==> src/rtl/pidts_pkg.sv <==
package pidts_pkg;

   // field widths
   localparam int HEADING_W   = 24;
   localparam int GAIN_W      = 16;
   localparam int ELAPSED_W   = 10;
   localparam int DRIVE_W     = 8;
   localparam int CSR_INDEX_W = 2;
   localparam int CSR_DATA_W  = 24;

   // internal arithmetic widths
   localparam int ERR_W    = HEADING_W + 1;
   localparam int DERIV_W  = ERR_W + 1;
   localparam int SUM_W    = 32;
   localparam int P_PROD_W = GAIN_W + 1 + ERR_W;
   localparam int I_PROD_W = GAIN_W + 1 + SUM_W;
   localparam int D_PROD_W = GAIN_W + 1 + DERIV_W;
   localparam int ACC_W    = I_PROD_W + 2;

   // loop constants
   localparam int GAIN_SHIFT  = 16;
   localparam int QUO_W       = ACC_W - GAIN_SHIFT;
   localparam int DRIVE_LIMIT = 85;
   localparam int SETTLE_BAND = 4;
   localparam int IZONE_LIMIT = 200;

   // register map
   typedef enum logic [CSR_INDEX_W-1:0] {
      CSR_TARGET_HEADING = 2'd0,
      CSR_KP_GAIN        = 2'd1,
      CSR_KI_GAIN        = 2'd2,
      CSR_KD_GAIN        = 2'd3
   } csr_index_type;

   // beat leaving the error and integral stage
   typedef struct packed {
      logic signed [ERR_W-1:0]   err;
      logic signed [SUM_W-1:0]   error_sum;
      logic signed [DERIV_W-1:0] deriv;
      logic [ELAPSED_W-1:0]      elapsed_ms;
      logic                      restart;
   } loop_beat_type;

   // beat leaving the product stage
   typedef struct packed {
      logic signed [P_PROD_W-1:0] p_term;
      logic signed [I_PROD_W-1:0] i_term;
      logic signed [D_PROD_W-1:0] d_term;
      logic [ELAPSED_W-1:0]       elapsed_ms;
      logic                       restart;
   } prod_beat_type;

   // beat leaving the scale and clamp stage
   typedef struct packed {
      logic signed [DRIVE_W-1:0] drive;
      logic [ELAPSED_W-1:0]      elapsed_ms;
      logic                      restart;
   } drive_beat_type;

endpackage

==> src/rtl/pid_turn_with_settle_detect.sv <==
// Heading turn controller: PID loop with integral zone, drive clamp and settle detection.
// Request channel (req_valid/req_ready) carries a measured heading in hundredths of a
// degree, the milliseconds since the previous beat and a restart flag that opens a new turn.
// Response channel (rsp_valid/rsp_ready) returns one beat per request: left and right
// drives, opposite in sign and clamped to +-85, and turn_done, which forces both drives to
// zero once the settle countdown has run out.
// The csr_ port writes the target heading or one of the three gains; write only when idle.
// Pipeline: error and integral, gain products, scale and clamp, settle and result register.
// A request beat passes the input, product, drive and result registers in that order.
// One beat per cycle is sustained while rsp_ready stays high, as every stage reloads in the
// cycle its successor empties.
// Reset clears config registers, integral, last error, settle state and all stage valids.
// When the receiver stalls, the result register holds and the stages behind it keep
// filling until each holds a beat; req_ready then falls, and every stage resumes the
// cycle rsp_ready returns.
module pid_turn_with_settle_detect #(
   parameter int SETTLE_DELAY_MS = 300
) (
   input  logic                                   clock,
   input  logic                                   reset,
   input  logic                                   req_valid,
   output logic                                   req_ready,
   input  logic signed [pidts_pkg::HEADING_W-1:0] req_measured_heading,
   input  logic [pidts_pkg::ELAPSED_W-1:0]        req_elapsed_ms,
   input  logic                                   req_restart,
   output logic                                   rsp_valid,
   input  logic                                   rsp_ready,
   output logic signed [pidts_pkg::DRIVE_W-1:0]   rsp_left_drive,
   output logic signed [pidts_pkg::DRIVE_W-1:0]   rsp_right_drive,
   output logic                                   rsp_turn_done,
   input  logic                                   csr_write_en,
   input  logic [pidts_pkg::CSR_INDEX_W-1:0]      csr_index,
   input  logic [pidts_pkg::CSR_DATA_W-1:0]       csr_wdata
);

   localparam int GainW = pidts_pkg::GAIN_W;

   logic signed [pidts_pkg::HEADING_W-1:0] target_ff;
   logic [GainW-1:0]                       kp_ff, ki_ff, kd_ff;
   logic                                   loop_valid, loop_ready;
   logic                                   mac_valid, mac_ready;
   pidts_pkg::loop_beat_type               loop_beat;
   pidts_pkg::drive_beat_type              mac_beat;

   // configuration registers
   always_ff @(posedge clock) begin
      if (reset) begin
         target_ff <= '0;
         kp_ff     <= '0;
         ki_ff     <= '0;
         kd_ff     <= '0;
      end else if (csr_write_en) begin
         unique case (pidts_pkg::csr_index_type'(csr_index))
            pidts_pkg::CSR_TARGET_HEADING: target_ff <= csr_wdata;
            pidts_pkg::CSR_KP_GAIN:        kp_ff     <= csr_wdata[GainW-1:0];
            pidts_pkg::CSR_KI_GAIN:        ki_ff     <= csr_wdata[GainW-1:0];
            pidts_pkg::CSR_KD_GAIN:        kd_ff     <= csr_wdata[GainW-1:0];
            default: ;
         endcase
      end
   end

   pidts_loop u_loop (
      .clock            (clock),
      .reset            (reset),
      .target_heading   (target_ff),
      .in_valid         (req_valid),
      .in_ready         (req_ready),
      .measured_heading (req_measured_heading),
      .elapsed_ms       (req_elapsed_ms),
      .restart          (req_restart),
      .out_valid        (loop_valid),
      .out_ready        (loop_ready),
      .out_beat         (loop_beat)
   );

   pidts_mac u_mac (
      .clock     (clock),
      .reset     (reset),
      .kp_gain   (kp_ff),
      .ki_gain   (ki_ff),
      .kd_gain   (kd_ff),
      .in_valid  (loop_valid),
      .in_ready  (loop_ready),
      .in_beat   (loop_beat),
      .out_valid (mac_valid),
      .out_ready (mac_ready),
      .out_beat  (mac_beat)
   );

   pidts_settle #(
      .SETTLE_DELAY_MS (SETTLE_DELAY_MS)
   ) u_settle (
      .clock           (clock),
      .reset           (reset),
      .in_valid        (mac_valid),
      .in_ready        (mac_ready),
      .in_beat         (mac_beat),
      .rsp_valid       (rsp_valid),
      .rsp_ready       (rsp_ready),
      .rsp_left_drive  (rsp_left_drive),
      .rsp_right_drive (rsp_right_drive),
      .rsp_turn_done   (rsp_turn_done)
   );

endmodule

==> src/rtl/pidts_loop.sv <==
module pidts_loop (
   input  logic                                       clock,
   input  logic                                       reset,
   input  logic signed [pidts_pkg::HEADING_W-1:0]     target_heading,
   input  logic                                       in_valid,
   output logic                                       in_ready,
   input  logic signed [pidts_pkg::HEADING_W-1:0]     measured_heading,
   input  logic [pidts_pkg::ELAPSED_W-1:0]            elapsed_ms,
   input  logic                                       restart,
   output logic                                       out_valid,
   input  logic                                       out_ready,
   output pidts_pkg::loop_beat_type                   out_beat
);

   localparam int ErrW   = pidts_pkg::ERR_W;
   localparam int SumW   = pidts_pkg::SUM_W;
   localparam int DerivW = pidts_pkg::DERIV_W;

   logic                       valid_ff, valid_in;
   logic                       load;
   logic signed [SumW-1:0]     error_sum_ff, error_sum_in;
   logic signed [ErrW-1:0]     last_error_ff;
   logic signed [ErrW-1:0]     err;
   logic signed [SumW:0]       sum_wide;
   logic signed [SumW-1:0]     sum_sat;
   logic signed [DerivW-1:0]   deriv;
   logic                       in_zone;
   pidts_pkg::loop_beat_type   beat_ff, beat_in;

   assign in_ready  = !valid_ff || out_ready;
   assign load      = in_valid && in_ready;
   assign out_valid = valid_ff;
   assign out_beat  = beat_ff;

   // heading error and derivative
   assign err   = {target_heading[pidts_pkg::HEADING_W-1], target_heading}
                - {measured_heading[pidts_pkg::HEADING_W-1], measured_heading};
   assign deriv = {err[ErrW-1], err} - {last_error_ff[ErrW-1], last_error_ff};

   // saturating integral with zone reset
   always_comb begin
      sum_wide = {error_sum_ff[SumW-1], error_sum_ff}
               + {{(SumW + 1 - ErrW){err[ErrW-1]}}, err};
      if (sum_wide[SumW] != sum_wide[SumW-1]) begin
         sum_sat = sum_wide[SumW] ? {1'b1, {(SumW-1){1'b0}}} : {1'b0, {(SumW-1){1'b1}}};
      end else begin
         sum_sat = sum_wide[SumW-1:0];
      end
      in_zone = (err != '0)
             && (err <= $signed(ErrW'(pidts_pkg::IZONE_LIMIT)))
             && (err >= $signed(ErrW'(-pidts_pkg::IZONE_LIMIT)));
      error_sum_in = in_zone ? sum_sat : '0;
   end

   always_comb begin
      beat_in            = beat_ff;
      beat_in.err        = err;
      beat_in.error_sum  = error_sum_in;
      beat_in.deriv      = deriv;
      beat_in.elapsed_ms = elapsed_ms;
      beat_in.restart    = restart;
      valid_in           = load ? 1'b1 : (out_ready ? 1'b0 : valid_ff);
   end

   // loop state and stage valid
   always_ff @(posedge clock) begin
      if (reset) begin
         valid_ff      <= 1'b0;
         error_sum_ff  <= '0;
         last_error_ff <= '0;
      end else begin
         valid_ff <= valid_in;
         if (load) begin
            error_sum_ff  <= error_sum_in;
            last_error_ff <= err;
         end
      end
   end

   // stage payload
   always_ff @(posedge clock) begin
      if (load) begin
         beat_ff <= beat_in;
      end
   end

endmodule

==> src/rtl/pidts_mac.sv <==
module pidts_mac (
   input  logic                                clock,
   input  logic                                reset,
   input  logic [pidts_pkg::GAIN_W-1:0]        kp_gain,
   input  logic [pidts_pkg::GAIN_W-1:0]        ki_gain,
   input  logic [pidts_pkg::GAIN_W-1:0]        kd_gain,
   input  logic                                in_valid,
   output logic                                in_ready,
   input  pidts_pkg::loop_beat_type            in_beat,
   output logic                                out_valid,
   input  logic                                out_ready,
   output pidts_pkg::drive_beat_type           out_beat
);

   localparam int AccW   = pidts_pkg::ACC_W;
   localparam int QuoW   = pidts_pkg::QUO_W;
   localparam int Shift  = pidts_pkg::GAIN_SHIFT;
   localparam int DriveW = pidts_pkg::DRIVE_W;

   logic                              prod_valid_ff, prod_valid_in;
   logic                              drive_valid_ff, drive_valid_in;
   logic                              prod_ready, prod_load, drive_load;
   logic signed [pidts_pkg::GAIN_W:0] kp_s, ki_s, kd_s;
   pidts_pkg::prod_beat_type          prod_ff, prod_in;
   pidts_pkg::drive_beat_type         drive_ff, drive_in;
   logic signed [AccW-1:0]            acc;
   logic                              round_up;
   logic signed [QuoW-1:0]            quo;

   // handshake between the two stages
   assign prod_ready     = !drive_valid_ff || out_ready;
   assign in_ready       = !prod_valid_ff || prod_ready;
   assign prod_load      = in_valid && in_ready;
   assign drive_load     = prod_valid_ff && prod_ready;
   assign prod_valid_in  = prod_load ? 1'b1 : (prod_ready ? 1'b0 : prod_valid_ff);
   assign drive_valid_in = drive_load ? 1'b1 : (out_ready ? 1'b0 : drive_valid_ff);
   assign out_valid      = drive_valid_ff;
   assign out_beat       = drive_ff;

   // gain products, each registered
   assign kp_s = {1'b0, kp_gain};
   assign ki_s = {1'b0, ki_gain};
   assign kd_s = {1'b0, kd_gain};

   always_comb begin
      prod_in            = prod_ff;
      prod_in.p_term     = kp_s * in_beat.err;
      prod_in.i_term     = ki_s * in_beat.error_sum;
      prod_in.d_term     = kd_s * in_beat.deriv;
      prod_in.elapsed_ms = in_beat.elapsed_ms;
      prod_in.restart    = in_beat.restart;
   end

   // weighted sum, scale toward zero and clamp
   always_comb begin
      acc      = AccW'(prod_ff.p_term) + AccW'(prod_ff.i_term) + AccW'(prod_ff.d_term);
      round_up = acc[AccW-1] && (acc[Shift-1:0] != '0);
      quo      = $signed(acc[AccW-1:Shift]) + $signed({{(QuoW-1){1'b0}}, round_up});
      drive_in            = drive_ff;
      drive_in.elapsed_ms = prod_ff.elapsed_ms;
      drive_in.restart    = prod_ff.restart;
      if (quo > $signed(QuoW'(pidts_pkg::DRIVE_LIMIT))) begin
         drive_in.drive = DriveW'(pidts_pkg::DRIVE_LIMIT);
      end else if (quo < $signed(QuoW'(-pidts_pkg::DRIVE_LIMIT))) begin
         drive_in.drive = DriveW'(-pidts_pkg::DRIVE_LIMIT);
      end else begin
         drive_in.drive = quo[DriveW-1:0];
      end
   end

   always_ff @(posedge clock) begin
      if (reset) begin
         prod_valid_ff  <= 1'b0;
         drive_valid_ff <= 1'b0;
      end else begin
         prod_valid_ff  <= prod_valid_in;
         drive_valid_ff <= drive_valid_in;
      end
   end

   always_ff @(posedge clock) begin
      if (prod_load) begin
         prod_ff <= prod_in;
      end
      if (drive_load) begin
         drive_ff <= drive_in;
      end
   end

endmodule

==> src/rtl/pidts_settle.sv <==
module pidts_settle #(
   parameter int SETTLE_DELAY_MS = 300
) (
   input  logic                                clock,
   input  logic                                reset,
   input  logic                                in_valid,
   output logic                                in_ready,
   input  pidts_pkg::drive_beat_type           in_beat,
   output logic                                rsp_valid,
   input  logic                                rsp_ready,
   output logic signed [pidts_pkg::DRIVE_W-1:0] rsp_left_drive,
   output logic signed [pidts_pkg::DRIVE_W-1:0] rsp_right_drive,
   output logic                                rsp_turn_done
);

   localparam int SettleW  = $clog2(SETTLE_DELAY_MS + 1);
   localparam int ElapsedW = pidts_pkg::ELAPSED_W;
   localparam int CmpW     = (SettleW > ElapsedW) ? SettleW : ElapsedW;
   localparam int DriveW   = pidts_pkg::DRIVE_W;

   logic                     load;
   logic                     valid_ff, valid_in;
   logic                     armed_ff, armed_in;
   logic [SettleW-1:0]       remaining_ff, remaining_in;
   logic                     done_ff, done_in;
   logic                     armed_cur, done_cur;
   logic [SettleW-1:0]       remaining_cur;
   logic [CmpW-1:0]          rem_ext, elapsed_ext;
   logic                     in_band;
   logic signed [DriveW-1:0] left_ff, left_in;
   logic signed [DriveW-1:0] right_ff, right_in;
   logic                     turn_done_ff;

   assign in_ready        = !valid_ff || rsp_ready;
   assign load            = in_valid && in_ready;
   assign valid_in        = load ? 1'b1 : (rsp_ready ? 1'b0 : valid_ff);
   assign rsp_valid       = valid_ff;
   assign rsp_left_drive  = left_ff;
   assign rsp_right_drive = right_ff;
   assign rsp_turn_done   = turn_done_ff;

   // settle countdown and done flag
   always_comb begin
      armed_cur     = in_beat.restart ? 1'b0 : armed_ff;
      remaining_cur = in_beat.restart ? '0 : remaining_ff;
      done_cur      = in_beat.restart ? 1'b0 : done_ff;
      rem_ext       = CmpW'(remaining_cur);
      elapsed_ext   = CmpW'(in_beat.elapsed_ms);
      remaining_in  = remaining_cur;
      if (armed_cur) begin
         remaining_in = (rem_ext > elapsed_ext) ? SettleW'(rem_ext - elapsed_ext) : '0;
      end
      in_band = (in_beat.drive < $signed(DriveW'(pidts_pkg::SETTLE_BAND)))
             && (in_beat.drive > $signed(DriveW'(-pidts_pkg::SETTLE_BAND)));
      armed_in = armed_cur;
      if (in_band && !armed_cur) begin
         armed_in     = 1'b1;
         remaining_in = SettleW'(SETTLE_DELAY_MS);
      end
      done_in  = done_cur || (armed_in && (remaining_in == '0));
      left_in  = done_in ? '0 : -in_beat.drive;
      right_in = done_in ? '0 : in_beat.drive;
   end

   always_ff @(posedge clock) begin
      if (reset) begin
         valid_ff     <= 1'b0;
         armed_ff     <= 1'b0;
         remaining_ff <= '0;
         done_ff      <= 1'b0;
      end else begin
         valid_ff <= valid_in;
         if (load) begin
            armed_ff     <= armed_in;
            remaining_ff <= remaining_in;
            done_ff      <= done_in;
         end
      end
   end

   // result beat held until taken
   always_ff @(posedge clock) begin
      if (load) begin
         left_ff      <= left_in;
         right_ff     <= right_in;
         turn_done_ff <= done_in;
      end
   end

endmodule

==> config.mk <==
export PLATFORM = sky130hd
export DESIGN_NAME = pid_turn_with_settle_detect
export DESIGN_NICKNAME = d
export VERILOG_FILES = /design/src/rtl/pidts_pkg.sv /design/src/rtl/pid_turn_with_settle_detect.sv /design/src/rtl/pidts_loop.sv /design/src/rtl/pidts_mac.sv /design/src/rtl/pidts_settle.sv
export SDC_FILE = /design/constraint.sdc
export NUM_CORES = 2
export LEC_CHECK = 0
export BUFFER_PORTS_ARGS = -buffer_cell sky130_fd_sc_hd__buf_2
export CAP_MARGIN = 25
export CORE_MARGIN = 3
export CORE_UTILIZATION = 40
export DETAILED_ROUTE_END_ITERATION = 7
export GPL_TIMING_DRIVEN = 1
export HOLD_SLACK_MARGIN = 0.1
export PLACE_DENSITY_LB_ADDON = 0.2
export SYNTH_ARGS = -nofsm -noshare
export SYNTH_HDL_FRONTEND = slang
export SYNTH_SLANG_ARGS = --single-unit
==> constraint.sdc <==
create_clock -name clock -period 10.8 [get_ports clock]
set_input_delay 0 -clock clock [delete_from_list [all_inputs] [get_ports clock]]
set_output_delay 0 -clock clock [all_outputs]
set_load 0.01 [all_outputs]
==> impl_metrics.ini <==
[setup_path]
cpPeakStageDelay_ps = 580
r2r-start = u_mac.prod_ff[34]$_DFFE_PP_
crit_top_cell = ha_1
worstPathRequired_ps = 11200
worstPathMaxFanout = 8
crit_slowest_cell = or4_1
rr_worst_depth = 28
end_kind = register
crit_buf_inv = 0
cp-start-kind = register
cp_top_family = compound AO/OA/AOI/OAI gates
crit_cells = 28
path_class = register to register
startpoint = u_mac.prod_ff[34]$_DFFE_PP_
crit_arrival_ps = 8650

[timing]
max_slew_margin_pct = 27.4
finalSetupTns_ps = 0
fin_skew_ps = 23.8
finalMaxSlewViolations = 0
hold_viol_final = 0
rsz0062_at_grt = false
fin_crit_sh_pct = 76.4
setup_violations = 0
max_freq_mhz = 121
post-route-min-period_ps = 8260
tightest_slew_ps = 1090

[worst_hold_path]
holdPathStages = 5
hp-start = req_measured_heading[14]
hold_class = input port to register

[yosys]
synth_flop_cell = edfxtp_1
synthesis.area_um2 = 69800
synth_top_area_cell = fa_1
synth_top_cell_area_share_pct = 38.4
synthCells = 7540
syn-num-nets = 9412
ys_ff_latch = 418
ys.warnings.count = 0
avgSynthCellArea_um2 = 9.25
synth_cell_types = 101
synth_seq_area_share_pct = 15.9
synth.area.top_cells = fa_1, edfxtp_1, ha_1, inv_1, nand2_1
synth_edf_count = 274
synthArstFlopShare_pct = 0

[clocking]
cts_setup_buffers = 0
cts_tree = done
clock_sinks = 418
worstSkewPairLatency_ps = 660
clockBufferDepth = 3
cts_max_level = 2
cts_buffers = 52
ctsRootBufferMaster = clkbuf_16
cts.clk_slew.worst_paths_ps = 60

[placed_design]
place_area_um2 = 72500
place_congestion = 0.892
dp_hpwl_um = 161000
portBuffers = 84

[pwr]
powerDensity_nw_per_um2 = 116
power_mw = 8.70
p_int_mw = 4.64
p_clk_share_pct = 21.1
pwr-share-seq_pct = 25.8
vdd_drop_max_mv = 0.128
swShare_pct = 46.6
p_switching_mw = 4.06
p_comb_share_pct = 53.1
leakagePower_nw = 33.7

[final_layout]
multi_input_area_um2 = 51800
nets = 9407
stdcell_area_um2 = 75200
drive_above_1_share_pct = 4.00
fillerInstances = 16800
seqCellArea_um2 = 11100
areaGrowthSynthToFinish_pct = 7.83
utilization_pct = 43.6

[drt]
drc_errors = 0
drt_iter0_drc = 3361
dr.pass1.iters = 7
via_per_inst = 5.15
ant_nets = 0
routed_wl_um = 201000
vias = 51000
post_drt_wl_per_cell_um = 20.3

[global_route]
grt_pass1_vias = 54500
grt_max_degree = 76
antenna_found_initial = 6
grt_use_total_pct = 22.9
grt_pass1_wl_um = 320000
overflow = 0

[floorplan]
die_x_um = 424
die_area_um2 = 179000
die_y_um = 424
rows = 152
core_um2 = 172000
start_util_pct = 40.4
boundaryPins = 85

[status]
outcome = complete, no violations

[flow_run]
cap_viol_max_count = 0
==> layout make-up <==
| type | count | share of cell area, % |
|---|---|---|
| inverters | 1540 | 7.69 |
| well taps | 2310 | 3.84 |
| clock buffers | 64 | 1.87 |
| diodes | 5 | 0.0166 |
| multi-input cells | 5289 | 68.8 |
| repair buffers | 234 | 2.49 |
| flip-flops and latches | 418 | 14.8 |
| clock inverters | 33 | 0.481 |
==> metrics by stage <==
| step | hold WS (ps) | cells | setup WS, ps |
|---|---|---|---|
| final | 133 | 9893 | 2540 |
| after detailed placement | 178 | 9706 | 2590 |
| after global routing | 155 | 9888 | 1690 |
| after floorplan | 98.9 | 7540 | 3020 |
| after CTS | 104 | 9881 | 2600 |
| after global placement | 181 | 9703 | 2570 |
==> path summary, 6_finish.rpt <==
check                                                         to  slack, ps
worst max-delay path            u_mac.out_beat[12]$_SDFFCE_PN0P_       2540
worst min-delay path               u_loop.out_beat[83]$_DFFE_PP_        130
worst max register to register  u_mac.out_beat[12]$_SDFFCE_PN0P_       2540
worst min register to register       u_mac.drive_in[2]$_DFFE_PP_        420
==> flip-flops by register name, indices dropped and copies added (netlist names), 19 cells and up <==
signal                flops
u_mac.prod_ff           134
target_ff                24
u_loop.error_sum_ff      32
u_mac.out_beat           19
u_loop.last_error_ff     25
u_loop.out_beat          94
==> synthesized netlist by cell type (all sizes together) (9+ instances only) <==
cell / instances
a211o: 11
a211oi: 31
a21boi: 14
a21o: 105
a21oi: 330
a31oi: 26
and2: 556
and3: 37
and4: 9
clkbuf: 285
dfxtp: 144
edfxtp: 274
fa: 1339
ha: 467
inv: 1538
nand2: 1166
nand2b: 38
nand3: 73
nand3b: 12
nand4: 26
nor2: 216
nor2b: 42
nor3: 76
nor4: 20
o2111ai: 11
o211ai: 18
o21a: 35
o21ai: 150
o21bai: 33
o31a: 9
or2: 19
or3: 20
or4: 11
xnor2: 179
xor2: 80
==> kinds of logic (layout without fill, tap and decap cells) <==
logic type	after synthesis	count (layout)	synth area share, %
buffers and inverters	1833	1871	9.88
AND/OR/NAND/NOR	2348	2348	16.1
flip-flops	418	418	15.9
XOR/XNOR	259	259	3.27
AO/OA/AOI/OAI	868	868	7.92
multiplexers	8	8	0.120
adder cells (fa/ha/maj)	1806	1806	46.8
other	0	5	0
==> power groups by stage <==
stage          clock (mW)  combinational (mW)  sequential, mW
3_3_place_gp            0                4.54            2.27
2_1_floorplan           0                3.29            2.04
3_5_place_dp            0                4.56            2.27
6_report             1.84                4.62            2.24
5_1_grt              1.95                5.17            2.26
4_1_cts              1.88                4.62            2.24
==> tightest hold or removal path: stages <==
cell     delay (ps)
buf_2           100
inv_1            50
ha_1            190
xnor2_1         130
buf_4           170
==> metal layers <==
| metal | track usage (%) | up-vias | part of all wire [%] |
|---|---|---|---|
| li1 | - | 23300 | - |
| met1 | 32.3 | 26000 | 45 |
| met2 | 37.3 | 1430 | 46 |
| met3 | 2.91 | 277 | 5.9 |
| met4 | 6.20 | 0 | 3.1 |
| met5 | 0 | - | 0 |
==> layout by cell type, fill, tap and decap left out, drive strengths merged, types with 9 or more instances in the layout <==
cell,instances
inv,1549
fa,1339
nand2,1166
and2,556
ha,467
a21oi,330
edfxtp,274
nor2,216
xnor2,179
buf,156
o21ai,150
dfxtp,144
a21o,105
xor2,80
dlygate4sd3,78
nor3,76
nand3,73
clkbuf,64
nor2b,42
nand2b,38
and3,37
o21a,35
o21bai,33
a211oi,31
nand4,26
a31oi,26
nor4,20
or3,20
or2,19
o211ai,18
a21boi,14
clkinv,14
nand3b,12
a211o,11
o2111ai,11
or4,11
and4,9
o31a,9
==> what timing repair did <==
| item | CTS | global route |
|---|---|---|
| hold buffers | 78 | 0 |
| gates resized for setup | 0 | 0 |
| endpoints found under the hold margin | 124 | 0 |
Power figures use the tool's default switching activity.
